**config.mk**
```make
export PLATFORM = sky130hd
export DESIGN_NAME = htpl_ctrl
export DESIGN_NICKNAME = d
export VERILOG_FILES = /design/src/rtl/htpl_pkg.sv /design/src/rtl/htpl_ctrl.sv
export SDC_FILE = /design/constraint.sdc
export NUM_CORES = 1
export LEC_CHECK = 0
export BUFFER_PORTS_ARGS = -buffer_cell sky130_fd_sc_hd__buf_2
export CORE_AREA = 2 2 39 41
export CTS_BUF_LIST = sky130_fd_sc_hd__clkbuf_16
export DETAILED_ROUTE_END_ITERATION = 7
export DIE_AREA = 0 0 41 43
export GPL_ROUTABILITY_DRIVEN = 0
export PLACE_DENSITY_LB_ADDON = 0.1
export SLEW_MARGIN = 20
export SYNTH_ARGS = -nofsm -noshare
export SYNTH_HDL_FRONTEND = slang
export SYNTH_SLANG_ARGS = --single-unit
```
**constraint.sdc**
```tcl
create_clock -name i_clk -period 2.3 [get_ports i_clk]
set_clock_uncertainty 0.2 [all_clocks]
set_input_delay 0.23 -clock i_clk [delete_from_list [all_inputs] [get_ports i_clk]]
set_output_delay 0.23 -clock i_clk [all_outputs]
set_load 0.05 [all_outputs]
```
**src/rtl/htpl_pkg.sv**
```systemverilog
`default_nettype none

package htpl_pkg;

    localparam int MOD_W     = 11;
    localparam int IDX_IN_W  = 10;
    localparam int KEY_W     = 32;
    localparam int VAL_W     = 32;
    localparam int MOD_RESET = 1024;

    // remainder unit: dividend width, bits retired per cycle, cycles per division
    localparam int DIV_W     = 32;
    localparam int DIV_BPC   = 2;
    localparam int DIV_CYC   = DIV_W / DIV_BPC;
    localparam int DIV_CNT_W = $clog2(DIV_CYC);

    localparam logic CMD_WRITE  = 1'b0;
    localparam logic CMD_LOOKUP = 1'b1;

    typedef struct packed {
        logic                command;
        logic [IDX_IN_W-1:0] entry_index;
        logic [KEY_W-1:0]    entry_key;
        logic [VAL_W-1:0]    entry_value;
        logic [KEY_W-1:0]    search_hash;
    } t_in_item;

    typedef struct packed {
        logic             found;
        logic [VAL_W-1:0] found_value;
    } t_out_item;

    typedef enum logic [3:0] {
        S_CLEAR = 4'b0001,
        S_IDLE  = 4'b0010,
        S_DIV   = 4'b0100,
        S_CHECK = 4'b1000
    } t_state;

    typedef struct packed {
        logic clr_step;
        logic wr_entry;
        logic lookup_load;
        logic probe_next;
        logic res_load;
        logic res_hit;
    } t_dp_cmd;

    typedef struct packed {
        logic clr_last;
        logic div_done;
        logic key_empty;
        logic key_match;
        logic probe_last;
    } t_dp_stat;

endpackage

`default_nettype wire

```
**src/rtl/htpl_ctrl.sv**
```systemverilog
`default_nettype none

module htpl_ctrl (
    input  wire                 i_clk,
    input  wire                 i_rst_n,
    input  wire                 start,
    input  wire                 i_command,
    input  htpl_pkg::t_dp_stat  i_stat,
    input  wire                 i_key_hit,
    output htpl_pkg::t_dp_cmd   o_cmd,
    output logic                busy,
    output logic                o_strobe
);
    import htpl_pkg::*;

    t_state  r_state;
    t_state  n_state;
    logic    r_strobe;
    t_dp_cmd cmd;

    always_comb begin
        n_state = r_state;
        cmd     = '0;
        unique case (r_state)
            S_CLEAR: begin
                cmd.clr_step = 1'b1;
                if (i_stat.clr_last) begin
                    n_state = S_IDLE;
                end
            end
            S_IDLE: begin
                if (start) begin
                    if (i_command == CMD_LOOKUP) begin
                        cmd.lookup_load = 1'b1;
                        n_state         = S_DIV;
                    end else begin
                        cmd.wr_entry = 1'b1;
                    end
                end
            end
            S_DIV: begin
                if (i_stat.div_done) begin
                    n_state = S_CHECK;
                end
            end
            S_CHECK: begin
                // empty wins over match: hash 0 or 1 never hits
                priority if (i_stat.key_empty) begin
                    cmd.res_load = 1'b1;
                    n_state      = S_IDLE;
                end else if (i_key_hit) begin
                    cmd.res_load = 1'b1;
                    cmd.res_hit  = i_stat.key_match;
                    n_state      = S_IDLE;
                end else if (i_stat.probe_last) begin
                    cmd.res_load = 1'b1;
                    n_state      = S_IDLE;
                end else begin
                    cmd.probe_next = 1'b1;
                    n_state        = S_DIV;
                end
            end
            default: begin
                n_state = S_IDLE;
            end
        endcase
    end

    always_ff @(posedge i_clk) begin
        if (!i_rst_n) begin
            r_state  <= S_CLEAR;
            r_strobe <= 1'b0;
        end else begin
            r_state  <= n_state;
            r_strobe <= cmd.res_load;
        end
    end

    assign o_cmd    = cmd;
    assign busy     = (r_state != S_IDLE);
    assign o_strobe = r_strobe;

endmodule

`default_nettype wire

```
==> results.txt <==
----------------------------------------------------
[Outcome]
  Run status ... complete, no violations

[Logic synthesis]
  Total number of yosys warnings ... 0
  Unique masters post-synth ... 21
  Share of synthesized area spent on multiplexers ... 0%
  Post-synthesis net count ... 42
  Sequential fraction of the synthesis area ... between 30% and 40%
  Leading cell types by count after synthesis ... sky130_fd_sc_hd__dfxtp_1, sky130_fd_sc_hd__inv_1, sky130_fd_sc_hd__nor3b_1
  Ys flop type ... sky130_fd_sc_hd__dfxtp_1
  Combined area of all synthesized cells ... 285 µm²
  Leading area contributor after synthesis ... sky130_fd_sc_hd__dfxtp_1
  Top cell type's share of synthesized area ... roughly a third
  Most common cell in the synthesized netlist ... sky130_fd_sc_hd__dfxtp_1
  Flops & latches, synth ... 5
  Dominant combinational cell family by area after synthesis ... simple AND/OR/NAND/NOR gates
  Cell types with the largest area share after synthesis ... sky130_fd_sc_hd__dfxtp_1, sky130_fd_sc_hd__nor3b_1, sky130_fd_sc_hd__nor4b_1
  Post-synthesis adder-cell area fraction ... 0%
  Xor and xnor area share after synthesis ... 3.07%
  Gate count of the mapped netlist ... 32
  Post-synthesis compound-gate area fraction ... 19.3%
  Post-synth EDFFs ... 0
  Post-Synth Simple-Gate Area ... 38.6%
  Mean instance size in the synthesized netlist ... 8.91 µm²
  FFs w/ async S/R, synth ... 0%

[Floorplan]
  Die outline width ... 41 µm
  Placement Rows ... 14
  Starting density of the core ... 20.6%
  Core outline area ... 1380 µm²
  Chip Height ... 43 µm
  Area enclosed by the die boundary ... 1760 µm²
  Boundary pin count ... 18

[Worst setup path]
  Worst setup SP type ... flip-flop
  Highest net fanout along the worst path ... 7
  Sort of element at the end of the critical path ... output port
  Setup slack on the worst flop-to-flop path ... 0.57 ns
  Endpoint required time on the critical path ... 1.87 ns
  Data arrival time at the worst-slack endpoint ... 1.74 ns
  Type of the worst setup path ... flip-flop to output port

[Detailed routing]
  Total met3 wirelength after detailed routing ... 50 µm
  Total wirelength of the detailed-routed design ... 687 µm
  Top layer in use ... met3
  Remaining number of nets flagged by the antenna check after routing ... 0
  Residual DRC count ... 0
  Post-DR wirelength/cell ... 9.96 µm
  Detailed Routing Iterations Pass 1 ... 2
  Total met2 wirelength after detailed routing ... 349 µm
  Average via count per standard cell ... 4.51
  Via count of the routed design ... 311
  Met1 layer wirelength in the final routing ... 286 µm
  Iteration-0 DRC Markers ... 5

[STA]
  Slew @ Worst Pin ... 0.530 ns
  Setup violation total in the final timing report ... 0
  Number of max-slew violations in the final report ... 0
  Setup repair after global routing missed its margin ... no
  Fin crit period ... 2.17 ns
  Final Hold Slack ... 0.0608 ns
  Fin crit share ... 94.2%
  Max transition margin ... 64.1%
  Hold Fails Final Rpt ... 0
  Max Freq ... 461 MHz
  Final TNS setup ... 0 ns

[Layout]
  Area Overhead vs Synth ... 68.4%
  Final standard cell count with taps included and fillers excluded ... 69
  Filler cell count in the final layout ... 150
  Area of the multi-input gates ... about 190 µm²
  Fraction of final layout cells with drive strength greater than 1 ... 47.2%
  Count of inserted antenna diode cells ... 0
  Combined flip-flop and latch cell area ... 100 µm²
  Post-layout utilization of the core ... 34.7%
  Number of nets in the layout ... 64

[Power]
  Power density over cell area ... 937 nW/µm²
  Largest voltage drop on the vdd net ... ~0.63 mV
  Leakage power figure ... about 0.23 nW

[Hold path]
  Path class of the lowest-slack min-delay path ... input pin to flip-flop

[Global routing]
  Wire length of the first global-routing pass ... 1070 µm
  Total track usage ... 9.64%
  Number of antenna violations at the first check in global routing ... 0
  Overflow left after global routing ... 0
  Vias in the first global route ... 284
  Largest net degree at the start of global routing ... 8

[CTS]
  Clock tree buffer depth ... 2
  Number of clock sinks ... 5
  Number of buffers added by the clock tree synthesis step ... 3
  # H-tree levels ... 1
  CTS Root Cell ... sky130_fd_sc_hd__clkbuf_16
  Number of hold buffers added after CTS ... 0
  Clock latency of the later-clocked register in the worst-skew pair ... 0.22 ns
  Setup Buffers After CTS ... 0
  Clock input transition at the sequential cells of the worst setup and hold paths ... 0.03 ns
  CTS tree ... yes
  Count of cells resized by post-cts repair ... 0

[Placement]
  Cell Count Post-Placement ... 65
  DP HPWL ... 567 µm
  Count of port buffers added during placement ... 17

[Job]
  Maxcap violations ... 0

----------------------------------------------------
[power by group]
part	internal (mW)	leakage (nW)	switching, mW
logic	0.0289	0.147	0.0413
registers	0.0938	0.0411	0.0104
clock network	0.225	0.0423	0.0514
total	0.347	0.230	0.103
[final timing paths]
check                   from         end  cells after the start
setup / recovery  r_state[2]    o_cmd[2]                      4
hold / removal     i_stat[3]  r_state[3]                      3
setup reg to reg  r_state[2]  r_state[2]                      3
hold reg to reg   r_state[0]  r_state[3]                      1
[layout make-up]
class                           instances  share of cell area (%)
Sequential cell                         5                    20.8
Multi-Input combinational cell         24                    38.5
Inverter                                3                    2.34
Timing Repair Buffer                   17                    17.7
Clock inverter                          1                   0.781
Clock buffer                            3                    15.6
Tap cell                               16                    4.17
[registers in the layout (all words and copies together), names as in the netlist]
signal	cells
o_strobe	1
r_state	4
[worst max-delay path, stage by stage, from the launching register on]
cell	delay [ns]
sky130_fd_sc_hd__dfxtp_1	0.36
sky130_fd_sc_hd__or4b_4	0.58
sky130_fd_sc_hd__or2_1	0.26
sky130_fd_sc_hd__inv_1	0.06
sky130_fd_sc_hd__buf_2	0.25
[metal layers]
layer / vias up / GRT usage [%]
li1: 159 / -
met1: 145 / 9.97
met2: 7 / 13.8
met3: 0 / 9.42
met4: 0 / 2.00
met5: - / 0
[layout by cell type, fill, tap and decap left out, drive strengths merged]
| cell | n |
|---|---|
| nor4b | 2 |
| inv | 4 |
| a21bo | 1 |
| a21oi | 1 |
| nand2 | 2 |
| dfxtp | 5 |
| and2 | 1 |
| nand3 | 1 |
| clkbuf | 3 |
| a311oi | 1 |
| o32a | 1 |
| nor3b | 3 |
| or4b | 1 |
| and3 | 1 |
| o21ai | 1 |
| xnor2 | 1 |
| o211a | 1 |
| nor2b | 1 |
| buf | 17 |
| nor2 | 2 |
| nor3 | 1 |
| or2 | 1 |
| or3 | 1 |
[per-stage QoR]
stage                     instance area [µm²]  setup WS, ns  power [mW]
after global routing                      480        0.0856       0.474
after global placement                    402         0.382       0.178
after detailed placement                  402         0.369       0.176
final                                     480         0.133       0.450
after CTS                                 480         0.126       0.456
after floorplan                           297         0.177       0.155
[cells by family (layout without fill, tap and decap cells)]
| kind of cell | Yosys count | after routing |
|---|---|---|
| xor gates and xnor gates | 1 | 1 |
| and+or+nand+nor | 17 | 17 |
| buffers and inverters | 3 | 24 |
| DFF | 5 | 5 |
| AOI/OAI and AO/OA | 6 | 6 |
No activity file was read; power rests on OpenSTA's default activity.
